### src/rtl/core/fgpr_pkg.sv
// Shared types and constants for the forward geometric pixel remap.
`default_nettype none

package fgpr_pkg;

  localparam int unsigned COORD_BITS_DEF     = 12;
  localparam int unsigned PIXEL_BITS_DEF     = 16;
  localparam int unsigned COEF_FRAC_BITS_DEF = 14;

  // Coefficients carry a sign and four integer bits above the fraction.
  localparam int unsigned COEF_INT_BITS = 5;
  // Offsets are Q12.8 style: sign, coordinate bits and eight fraction bits.
  localparam int unsigned OFS_FRAC_BITS = 8;
  localparam int unsigned CFG_IDX_W     = 3;
  localparam int unsigned RST_IMG_SIZE  = 512;

  typedef enum logic [2:0] {
    MODE_SCALE      = 3'd0,
    MODE_TRANSLATE  = 3'd1,
    MODE_ROTATE     = 3'd2,
    MODE_MIRROR_COL = 3'd3,
    MODE_MIRROR_ROW = 3'd4
  } mode_e;

  typedef enum logic [CFG_IDX_W-1:0] {
    REG_MODE       = 3'd0,
    REG_IMG_WIDTH  = 3'd1,
    REG_IMG_HEIGHT = 3'd2,
    REG_COEF_A     = 3'd3,
    REG_COEF_B     = 3'd4,
    REG_OFFSET_X   = 3'd5,
    REG_OFFSET_Y   = 3'd6
  } reg_idx_e;

endpackage

`default_nettype wire

### src/rtl/core/fgpr_finish.sv
// Final mapping stage: destination coordinates, bounds test and frame size.
`default_nettype none

module fgpr_finish #(
  parameter int unsigned COORD_BITS     = fgpr_pkg::COORD_BITS_DEF,
  parameter int unsigned COEF_FRAC_BITS = fgpr_pkg::COEF_FRAC_BITS_DEF
) (
  input  wire logic [2:0]                                         mode_i,
  input  wire logic [COORD_BITS:0]                                w_i,
  input  wire logic [COORD_BITS:0]                                h_i,
  input  wire logic [COORD_BITS-1:0]                              col_i,
  input  wire logic [COORD_BITS-1:0]                              row_i,
  input  wire logic signed [COORD_BITS+8:0]                       ofs_x_i,
  input  wire logic signed [COORD_BITS+8:0]                       ofs_y_i,
  input  wire logic signed [COORD_BITS+COEF_FRAC_BITS+6:0]        xa_i,
  input  wire logic signed [COORD_BITS+COEF_FRAC_BITS+6:0]        yb_i,
  input  wire logic signed [COORD_BITS+COEF_FRAC_BITS+6:0]        xb_i,
  input  wire logic signed [COORD_BITS+COEF_FRAC_BITS+6:0]        ya_i,
  input  wire logic signed [COORD_BITS+COEF_FRAC_BITS+6:0]        wa_i,
  input  wire logic signed [COORD_BITS+COEF_FRAC_BITS+6:0]        hb_i,
  output logic                                                    ok_o,
  output logic [COORD_BITS-1:0]                                   dest_col_o,
  output logic [COORD_BITS-1:0]                                   dest_row_o,
  output logic [COORD_BITS:0]                                     frame_w_o,
  output logic [COORD_BITS:0]                                     frame_h_o
);

  localparam int unsigned SW  = COORD_BITS + 1;
  localparam int unsigned CW  = COEF_FRAC_BITS + fgpr_pkg::COEF_INT_BITS;
  localparam int unsigned DW  = COORD_BITS + 2;
  localparam int unsigned PW  = DW + CW;
  localparam int unsigned FPW = SW + 1 + CW;
  localparam int unsigned RW  = PW + 2;
  localparam int unsigned OFR = fgpr_pkg::OFS_FRAC_BITS;

  localparam logic [SW-1:0]         MAX_SIZE  = SW'(1) << COORD_BITS;
  localparam logic signed [RW-1:0]  ONE_S     = RW'(1);
  localparam logic signed [RW-1:0]  COEF_BIAS = RW'((1 << COEF_FRAC_BITS) - 1);
  localparam logic signed [RW-1:0]  OFS_BIAS  = RW'((1 << OFR) - 1);
  localparam logic signed [FPW:0]   HALF      = (FPW+1)'(1 << (COEF_FRAC_BITS - 1));
  localparam logic signed [FPW:0]   MAX_WIDE  = $signed((FPW+1)'(MAX_SIZE));

  function automatic logic signed [RW-1:0] trunc_coef(input logic signed [RW-1:0] v);
    return v[RW-1] ? ((v + COEF_BIAS) >>> COEF_FRAC_BITS) : (v >>> COEF_FRAC_BITS);
  endfunction

  function automatic logic signed [RW-1:0] trunc_ofs(input logic signed [RW-1:0] v);
    return v[RW-1] ? ((v + OFS_BIAS) >>> OFR) : (v >>> OFR);
  endfunction

  function automatic logic [SW-1:0] scaled_size(input logic signed [FPW-1:0] p);
    logic signed [FPW:0] rnd;
    rnd = ((FPW+1)'(p) + HALF) >>> COEF_FRAC_BITS;
    if (p[FPW-1]) begin
      return '0;
    end else if (rnd > MAX_WIDE) begin
      return MAX_SIZE;
    end else begin
      return rnd[SW-1:0];
    end
  endfunction

  logic signed [RW-1:0] w_s, h_s, cx_s, cy_s, col_s, row_s;
  logic signed [RW-1:0] tx, ty;
  logic signed [RW-1:0] x, y, bw_s, bh_s;
  logic [SW-1:0]        bw_scale, bh_scale;
  logic                 src_in, mode_ok, in_bounds;

  assign w_s   = $signed(RW'(w_i));
  assign h_s   = $signed(RW'(h_i));
  assign cx_s  = $signed(RW'(w_i >> 1));
  assign cy_s  = $signed(RW'(h_i >> 1));
  assign col_s = $signed(RW'(col_i));
  assign row_s = $signed(RW'(row_i));

  assign tx = trunc_ofs($signed(RW'({col_i, {OFR{1'b0}}})) + RW'(ofs_x_i));
  assign ty = trunc_ofs($signed(RW'({row_i, {OFR{1'b0}}})) + RW'(ofs_y_i));

  assign bw_scale = scaled_size(FPW'(wa_i));
  assign bh_scale = scaled_size(FPW'(hb_i));

  assign src_in = ($signed(RW'(col_i)) < w_s) && ($signed(RW'(row_i)) < h_s);

  always_comb begin
    x         = '0;
    y         = '0;
    bw_s      = w_s;
    bh_s      = h_s;
    mode_ok   = 1'b1;
    frame_w_o = w_i;
    frame_h_o = h_i;
    unique case (mode_i)
      fgpr_pkg::MODE_SCALE: begin
        x         = trunc_coef(RW'(xa_i));
        y         = trunc_coef(RW'(yb_i));
        bw_s      = $signed(RW'(bw_scale));
        bh_s      = $signed(RW'(bh_scale));
        frame_w_o = (bw_scale == '0) ? SW'(1) : bw_scale;
        frame_h_o = (bh_scale == '0) ? SW'(1) : bh_scale;
      end
      fgpr_pkg::MODE_TRANSLATE: begin
        x = (tx >= w_s) ? (tx - w_s) : (tx[RW-1] ? (tx + w_s) : tx);
        y = (ty >= h_s) ? (ty - h_s) : (ty[RW-1] ? (ty + h_s) : ty);
      end
      fgpr_pkg::MODE_ROTATE: begin
        x = trunc_coef(RW'(xa_i) - RW'(yb_i)) + cx_s;
        y = trunc_coef(RW'(xb_i) + RW'(ya_i)) + cy_s;
      end
      fgpr_pkg::MODE_MIRROR_COL: begin
        x = w_s - ONE_S - col_s;
        y = row_s;
      end
      fgpr_pkg::MODE_MIRROR_ROW: begin
        x = col_s;
        y = h_s - ONE_S - row_s;
      end
      default: begin
        mode_ok = 1'b0;
      end
    endcase
  end

  assign in_bounds = !x[RW-1] && (x < bw_s) && !y[RW-1] && (y < bh_s);
  assign ok_o      = src_in && mode_ok && in_bounds;

  assign dest_col_o = ok_o ? x[COORD_BITS-1:0] : '0;
  assign dest_row_o = ok_o ? y[COORD_BITS-1:0] : '0;

endmodule

`default_nettype wire

### config.mk
export PLATFORM = sky130hd
export DESIGN_NAME = fgpr_finish
export DESIGN_NICKNAME = d
export VERILOG_FILES = /design/src/rtl/core/fgpr_pkg.sv /design/src/rtl/core/fgpr_finish.sv
export SDC_FILE = /design/constraint.sdc
export NUM_CORES = 1
export LEC_CHECK = 0
export BUFFER_PORTS_ARGS = -buffer_cell sky130_fd_sc_hd__buf_2
export CAP_MARGIN = 30
export CORE_MARGIN = 3
export CORE_UTILIZATION = 35
export DETAILED_ROUTE_END_ITERATION = 10
export PLACE_DENSITY_LB_ADDON = 0.05
export SYNTH_ARGS = -nofsm -noshare
export SYNTH_HDL_FRONTEND = slang
export SYNTH_SLANG_ARGS = --single-unit
### constraint.sdc
create_clock -name vclk -period 29.5
set_input_delay 4.425 -clock vclk [all_inputs]
set_output_delay 4.425 -clock vclk [all_outputs]
set_load 0.02 [all_outputs]
---- Word level (Yosys, flattened, before mapping) ----
Cells that the tools add are included.
storage, ports and cells
  register bits ........................... 0
  output and inout port bits .............. 51
  logic and storage cells ................. 71
  input bits .............................. 293
cells by class
  reduce and logical (&&, ||, !) cells .... 12
  equal/unequal tests ..................... 4
  muxes and demuxes ....................... 25
  add/subtract/negate cells ............... 22
  order comparisons ....................... 8
operators with widths
  cell                                                   number
  2-to-1 mux 35 bit                                      10
  one-hot mux 35 bit (5 select lines)                    2
  adder 33 x 15 -> 34 bit (second input constant)        4
  2-to-1 mux 13 bit                                      10
  adder 34 x 15 -> 35 bit (second input constant)        2
  adder 35 x 13 -> 35 bit                                2
  adder 35 x 14 -> 35 bit                                2
  >= comparator 35 x 14 -> 1 bit                         2
  < comparator 35 bit                                    2
  subtractor 35 x 14 -> 35 bit                           2
  adder 22 x 9 -> 23 bit (second input constant)         2
  adder 21 x 21 -> 22 bit                                2
  > comparator 20 x 14 -> 1 bit (second input constant)  2
  adder 33 x 33 -> 34 bit                                1
  subtractor 33 x 33 -> 34 bit                           1
  subtractor 14 x 13 -> 15 bit                           2
  subtractor 13 x 1 -> 14 bit (second input constant)    2
  zero test 13 bit                                       2
  < comparator 12 x 13 -> 1 bit                          2
  2-to-1 mux 12 bit                                      2
  equality test 3 x 2 -> 1 bit (second input constant)   2
  logical AND 1 bit                                      6
  OR reduction 5 bit                                     1
  equality test 3 x 1 -> 1 bit (second input constant)   1
  4 further kinds                                        5

---- Longest topological paths before layout ----
Gate-level depths: netlist of run 1.
  depth after elaboration ................. 13
  gate-level depth with buffers ........... 40

---- Worst setup path after synthesis of run 1 ----
Ideal clock, no wire load.
  path type ............................... input to output
  start ................................... input col_i[0]
  end ..................................... output dest_col_o[0]
  required time ........................... 25.075 ns
  stages .................................. 36
  arrival ................................. 12.174 ns
  path buffers ............................ 3
  path slack .............................. 12.901 ns
  path through ............................ ha_1 -> fa_1 -> a211o_1 -> a211o_1 -> o211ai_1 -> nand4_1 -> or4_1 -> nor3_1 -> a21oi_1 -> o221ai_1 -> xnor2_1 -> ha_1 -> clkbuf_1 -> a21oi_1 -> o21ai_0 -> or4_1 -> a21oi_1 -> or2_2 -> clkbuf_1 -> clkbuf_1 -> nor3_1 -> or3_1 -> a21oi_1 -> a221oi_1 -> o21ai_0 -> ha_1 -> a222oi_1 -> nand2_1 -> a211oi_1 -> o41ai_1 -> a311oi_1 -> o2111a_1 -> o2111ai_1 -> a2111oi_1 -> o211ai_2 -> nor4_1
between the ends
  cells in the longest elaborated chain, start to end .. 13
RTL lines
  element                                                 RTL line            RTL
  start, declared                                         fgpr_finish.sv:11   input wire logic [COORD_BITS-1:0] col_i,
  adder 21 x 21 -> 22 bit                                 fgpr_finish.sv:76   assign tx = trunc_ofs($signed(RW'({col_i, {OFR{1'b0}}})) + RW'(ofs_x_i));
  adder 22 x 9 -> 23 bit                                  fgpr_finish.sv:48   return v[RW-1] ? ((v + OFS_BIAS) >>> OFR) : (v >>> OFR);
  2-to-1 mux 35 bit                                       fgpr_finish.sv:48
  adder 35 x 14 -> 35 bit                                 fgpr_finish.sv:102  x = (tx >= w_s) ? (tx - w_s) : (tx[RW-1] ? (tx + w_s) : tx);
  2-to-1 mux 35 bit (2 in series)                         fgpr_finish.sv:102
  one-hot mux 35 bit (5 select lines)                     fgpr_finish.sv:92   unique case (mode_i)
  < comparator 35 bit or zero test 1 bit (tied branches)  fgpr_finish.sv:123  assign in_bounds = !x[RW-1] && (x < bw_s) && !y[RW-1] && (y < bh_s);
  logical AND 1 bit (3 in series)                         fgpr_finish.sv:123
  logical AND 1 bit                                       fgpr_finish.sv:124  assign ok_o = src_in && mode_ok && in_bounds;
  2-to-1 mux 12 bit (*)                                   fgpr_finish.sv:126  assign dest_col_o = ok_o ? x[COORD_BITS-1:0] : '0;
  end, declared                                           fgpr_finish.sv:22   output logic [COORD_BITS-1:0] dest_col_o,
Every way passes the cells marked *; elsewhere a longest branch is shown, timed or not.

---- Final worst setup path of run 1 ----
Ends and elaborated chain as after synthesis.

==> run summary, run 1 <==
## Status
* status: complete, no violations

## Setup path
* Critical Path AT: 14.28 ns
* Top cell by count, worst path: sky130_fd_sc_hd__a21oi_1
* launching instance or port of the critical path: col_i[0]
* startpoint class of the critical path: input port
* Required @ worst endpoint: 25.08 ns
* critical path endpoint category: output port
* maximum cell stage delay along the critical path: 0.76 ns
* master of the slowest instance on the critical path: sky130_fd_sc_hd__nor2_1
* highest net fanout along the worst path: 10
* classification of the worst setup path: input port to output port

## GRT
* number of antenna violations at the first check in global routing: 5
* maximum number of pins on one net before global-route repair: 50
* vias in the first global route: 18900
* Overall Global Routing Usage: 25.7%
* wire length of the first global-routing pass: 105 mm
* global route total overflow: 0

## Synth
* Syn. warnings: 0
* post-synthesis net count: 3081
* post-synthesis area per instance: 6.54 um^2
* number of distinct library cell variants in the gate-level netlist after synthesis: 104
* sequential cell area fraction in the yosys report: 0%
* Synth Cell Area: 16500 um^2
* Cells after Synth: 2529
* share of synthesized cell area in full adder, half adder and majority cells: 20.2%
* Compound-Gate Fraction of Synth Area: 32.8%
* simple-gate area share of the yosys netlist: 28.4%
* multiplexer area fraction after synthesis: 1.10%
* Post-Synth XOR/XNOR Area: 11.3%
* combinational family with the most area after synthesis: compound AO/OA/AOI/OAI gates

## Detailed routing
* mean number of vias per cell: 5.80
* DRC marker count from the first detailed-route iteration: 1298
* total via count in the routed design: 19700
* average routed wire per standard cell: 20.1 um
* post-route ant nets: 0
* number of remaining DRC errors: 0
* aggregate routed wire length: 68.0 mm
* detailed-routing iteration count for the pre-antenna-repair pass: 5

## Placement
* Placement Cell Area: 18700 um^2
* number of cells in the design after placement: 3385
* pre-CTS setup slack: 11.02 ns
* total of buffers placed on input and output ports: 318
* global placement routability congestion: 0.939
* Detail Placement HPWL: 58.8 mm

## Cells and area
* final core area utilization: 40.0%
* ratio of cells with drive above 1 in the final layout: 14.1%
* final layout net count: 3332
* number of clock buffers in the layout: 0
* FF+latch area: 0 um^2
* leading cell type in the layout, fill and taps excluded: sky130_fd_sc_hd__buf_2
* seq_cells: 0
* Final Instance Area: 18700 um^2
* Fillers: 5086
* Final Non-Filler Cells: 3390
* highest-count cells in the layout ignoring fill and taps: 318 x sky130_fd_sc_hd__buf_2, 264 x sky130_fd_sc_hd__nand2_1, 247 x sky130_fd_sc_hd__ha_1
* P&R area growth vs syn: 12.8%

## STA
* min cycle time layout: 18.70 ns
* worst relative slew slack: 27.5%
* total count of max-transition violations in the final report: 0
* fraction of the cycle the final worst path needs: 63.4%
* Final Hold Fails: 0
* unrepaired setup endpoints after global routing: no
* setup slack after layout: 10.80 ns
* slew at the pin closest to its max-slew limit: 1.09 ns
* Setup Total Neg Slack: 0 ns
* endpoints failing setup: 0
* highest achievable clock rate: 53.5 MHz

## Worst hold path
* class of the tightest hold or removal check: input port to output port
* number of cells traversed by the worst hold path: 4
* worst hold path endpoint: frame_h_o[0]
* worst hold start: hb_i[32]

## Power
* IR Drop Worst-Case VDD: 0.0000116 V
* PD cells: 30.7 nW/um^2
* static leakage: 8.46 nW

## Die
* Die H: 223 um
* I/O pin count: 344
* die area: 49900 um^2
* area of the core: 46700 um^2
* total number of placement rows: 79
* effective utilization at floorplan: 35.5%
* overall die width: 223 um

## Clock tree
* buffers inserted during post-CTS setup optimization: 0
* Resize count post-CTS: 0
* post-cts hold buffer count: 0

## Job
* number of max-cap violations: 0

[worst max path at each step]
stage | endpoint | slack [ns]
final | dest_col_o[0] | 10.80
after global routing | dest_col_o[6] | 10.14
after CTS | dest_col_o[6] | 10.97
after detailed placement | dest_col_o[6] | 11.02
after global placement | dest_col_o[0] | 10.99
after floorplan | dest_col_o[0] | 12.90
[layout make-up]
cell class | instances | area [um^2] | share of cell area [%]
Timing Repair Buffer | 325 | 1640 | 8.81
Tap cell | 607 | 759 | 4.07
Inverter | 192 | 721 | 3.86
Antenna cell | 5 | 12.5 | 0.0670
Multi-Input combinational cell | 2261 | 15500 | 83.2
[metal layers]
| metal | GRT usage (%) | share of wire, % | up-vias |
|---|---|---|---|
| met4 | 6.00 | 2.6 | 0 |
| met1 | 36.4 | 47 | 9095 |
| li1 | - | - | 9887 |
| met2 | 41.9 | 44 | 595 |
| met5 | 0 | 0 | - |
| met3 | 2.75 | 5.9 | 79 |
[logic make-up after synthesis]
kind of cell / count (synthesis)
AND/OR/NAND/NOR: 943
multiplexers: 17
buffers and inverters: 268
AO/OA/AOI/OAI: 829
adder cells (fa/ha/maj): 260
XOR/XNOR: 212
[power breakdown]
| part | total (mW) | switching (mW) | internal (mW) |
|---|---|---|---|
| logic | 0.573 | 0.357 | 0.216 |
| clock network | 0.0000000227 | 0 | 0.0000000227 |
| registers | 0 | 0 | 0 |
| total | 0.573 | 0.357 | 0.216 |
[Yosys cell counts (all sizes together), types with 11 or more instances]
cell type	instances	area (um^2)
a211o	12	105
a211oi	30	243
a21o	51	383
a21oi	213	1070
a22oi	18	135
a311oi	12	105
a31o	11	96.4
a31oi	33	206
and2	27	169
and3	50	313
buf	16	88.8
clkbuf	60	225
fa	12	240
ha	247	3090
inv	192	721
nand2	264	991
nand2b	29	181
nand3	77	390
nand4	52	332
nor2	213	810
nor2b	32	200
nor3	70	362
nor4	34	213
o2111ai	14	123
o211ai	36	280
o21a	41	308
o21ai	197	990
o21bai	19	146
o221ai	16	140
o22ai	11	68.8
o31ai	18	135
or2	20	125
or3	24	150
xnor2	144	1270
xor2	68	603
[critical path, delay by kind of cell]
kind,cells,cell delay (ns)
AO/OA/AOI/OAI,19,3.99
XOR/XNOR,1,0.17
buffers and inverters,2,0.45
AND/OR/NAND/NOR,10,3.86
adder cells (fa/ha/maj),4,1.37
[metrics by stage]
stage	hold slack [ns]	power (mW)
3_5_place_dp	9.33	0.562
3_3_place_gp	9.34	0.557
4_1_cts	9.33	0.566
2_1_floorplan	9.07	0.402
5_1_grt	9.39	0.637
6_report	9.33	0.573
Note: power is estimated with default switching activity, not from simulation.
==> run 2: changes to the inputs <==
==> constraint.sdc (replaced) <==
create_clock -name vclk -period 19.5
set_input_delay 2.925 -clock vclk [all_inputs]
set_output_delay 2.925 -clock vclk [all_outputs]
set_load 0.02 [all_outputs]
==> run summary, run 2 (synthesis results as in run 1) <==
## STA
* highest achievable clock rate: 63.9 MHz
* unrepaired setup endpoints after global routing: no
* min cycle time layout: 15.64 ns
* Setup Total Neg Slack: 0 ns, unchanged
* worst relative slew slack: 40.8%, +13 points
* fraction of the cycle the final worst path needs: 80.2%
* endpoints failing setup: 0, unchanged
* total count of max-transition violations in the final report: 0, unchanged
* Final Hold Fails: 0, unchanged
* minimum hold slack: 6.33 ns, -3.01 ns
* slew at the pin closest to its max-slew limit: 0.881 ns, -0.205 ns

## Placement
* Placement Cell Area: 18700 um^2, unchanged
* global placement routability congestion: 0.928, -1.1%
* Detail Placement HPWL: 58.8 mm, about the same
* total of buffers placed on input and output ports: 318, unchanged

## Detailed routing
* average routed wire per standard cell: 20.1 um, about the same
* post-route ant nets: 0, unchanged
* mean number of vias per cell: 5.81, +0.27%
* total via count in the routed design: 19700, +0.30%
* aggregate routed wire length: 68.0 mm, about the same
* number of remaining DRC errors: 0, unchanged
* detailed-routing iteration count for the pre-antenna-repair pass: 7, +2
* DRC marker count from the first detailed-route iteration: 1312, +1.1%

## GRT
* vias in the first global route: 18600, -1.6%
* gr busiest metal: met2
* met2 routing resource usage after global routing: 43.3%, +1.4 points
* number of antenna violations at the first check in global routing: 4, -1
* GR Util met3: 0.776%, -2.0 points
* maximum number of pins on one net before global-route repair: 50, unchanged
* met1 demand-to-capacity share in global routing: 37.9%, +1.5 points
* global route total overflow: 0, unchanged
* wire length of the first global-routing pass: 105 mm, +0.55%
* Overall Global Routing Usage: 25.8%, +0.097 points

## Cells and area
* number of clock buffers in the layout: 0, unchanged
* final core area utilization: 40.0%, about the same
* P&R area growth vs syn: 12.8%, about the same
* final layout net count: 3333, +0.030%
* ratio of cells with drive above 1 in the final layout: 14.1%, +0.031 points
* Final Instance Area: 18700 um^2, about the same
* leading cell type in the layout, fill and taps excluded: sky130_fd_sc_hd__buf_2
* FF+latch area: 0 um^2, unchanged
* highest-count cells in the layout ignoring fill and taps: 318 x sky130_fd_sc_hd__buf_2, 264 x sky130_fd_sc_hd__nand2_1, 247 x sky130_fd_sc_hd__ha_1
* area of the multi-input gates: 15500 um^2, unchanged
* seq_cells: 0, unchanged
* Fillers: 5121, +0.69%

## Die
* total number of placement rows: 79, unchanged
* die area: 49900 um^2, unchanged
* Die H: 223 um, unchanged
* overall die width: 223 um, unchanged
* effective utilization at floorplan: 35.5%, unchanged
* area of the core: 46700 um^2, unchanged
* I/O pin count: 344, unchanged

## Setup path
* highest net fanout along the worst path: 23, +13
* master of the slowest instance on the critical path: sky130_fd_sc_hd__nor2_1
* Critical Path AT: 12.71 ns, -1.57 ns
* Top cell by count, worst path: sky130_fd_sc_hd__a21oi_1
* classification of the worst setup path: input port to output port
* launching instance or port of the critical path: col_i[0]
* Required @ worst endpoint: 16.57 ns, -8.51 ns
* startpoint class of the critical path: input port
* maximum cell stage delay along the critical path: 0.72 ns, -0.04 ns
* endpoint of the most critical setup path: dest_col_o[10]
* critical path endpoint category: output port

## Job
* number of max-cap violations: 0, unchanged

## Power
* IR Drop Worst-Case VDD: 0.0000199 V, +71%
* static leakage: 8.47 nW, about the same
* PD cells: 46.5 nW/um^2, +51%

## Status
* status: complete, no violations

## Clock tree
* post-cts hold buffer count: 0, unchanged
* buffers inserted during post-CTS setup optimization: 0, unchanged
* Resize count post-CTS: 0, unchanged

## Worst hold path
* class of the tightest hold or removal check: input port to output port

-- run 2: changes by cell type in the layout (fill, tap and decap cells not counted), sizes merged --
cell	previous run	this run
buf	325	326
-- run 2: routing by layer --
layer / part of all wire, % / up-vias / wire length [um]
met5: 0 / - / 0
met4: 1.2 / 0 / 828
met3: 4.8 / 35 / 3280
met2: 46 / 588 / 31000
met1: 48 / 9206 / 32900
li1: - / 9886 / -
-- run 2: where the power goes --
part	internal, mW	switching, mW
clock network	0.0000000344	0
logic	0.327	0.541
registers	0	0
-- run 2: cell type report --
| class | count | area share (%) |
|---|---|---|
| Multi-Input combinational cell | 2261 | 83.2 |
| Timing Repair Buffer | 326 | 8.85 |
| Tap cell | 607 | 4.07 |
| Antenna cell | 5 | 0.0670 |
| Inverter | 192 | 3.86 |
-- run 2: how the worst min path moves through the flow --
stage	cells past startpoint	to	slack (ns)	start
2_1_floorplan	2	frame_w_o[12]	6.07	w_i[12]
3_3_place_gp	4	frame_h_o[0]	6.33	hb_i[32]
3_5_place_dp	4	frame_h_o[0]	6.33	hb_i[32]
4_1_cts	4	frame_h_o[0]	6.34	hb_i[32]
5_1_grt	4	frame_h_o[0]	6.39	hb_i[32]
6_report	4	frame_h_o[0]	6.33	hb_i[32]
-- run 2: worst max-delay path: cells and delay by family --
kind	cells	cell delay, ns
buffers and inverters	2	0.35
adder cells (fa/ha/maj)	4	1.39
AO/OA/AOI/OAI	19	4.00
XOR/XNOR	1	0.17
AND/OR/NAND/NOR	11	3.82
-- run 2: per-stage QoR --
step | std cells | worst slack, ns | power, mW
after floorplan | 2529 | 5.90 | 0.608
after global placement | 3385 | 4.02 | 0.844
after detailed placement | 3385 | 4.04 | 0.851
after CTS | 3385 | 4.00 | 0.856
after global routing | 3389 | 3.14 | 0.962
final | 3391 | 3.86 | 0.868
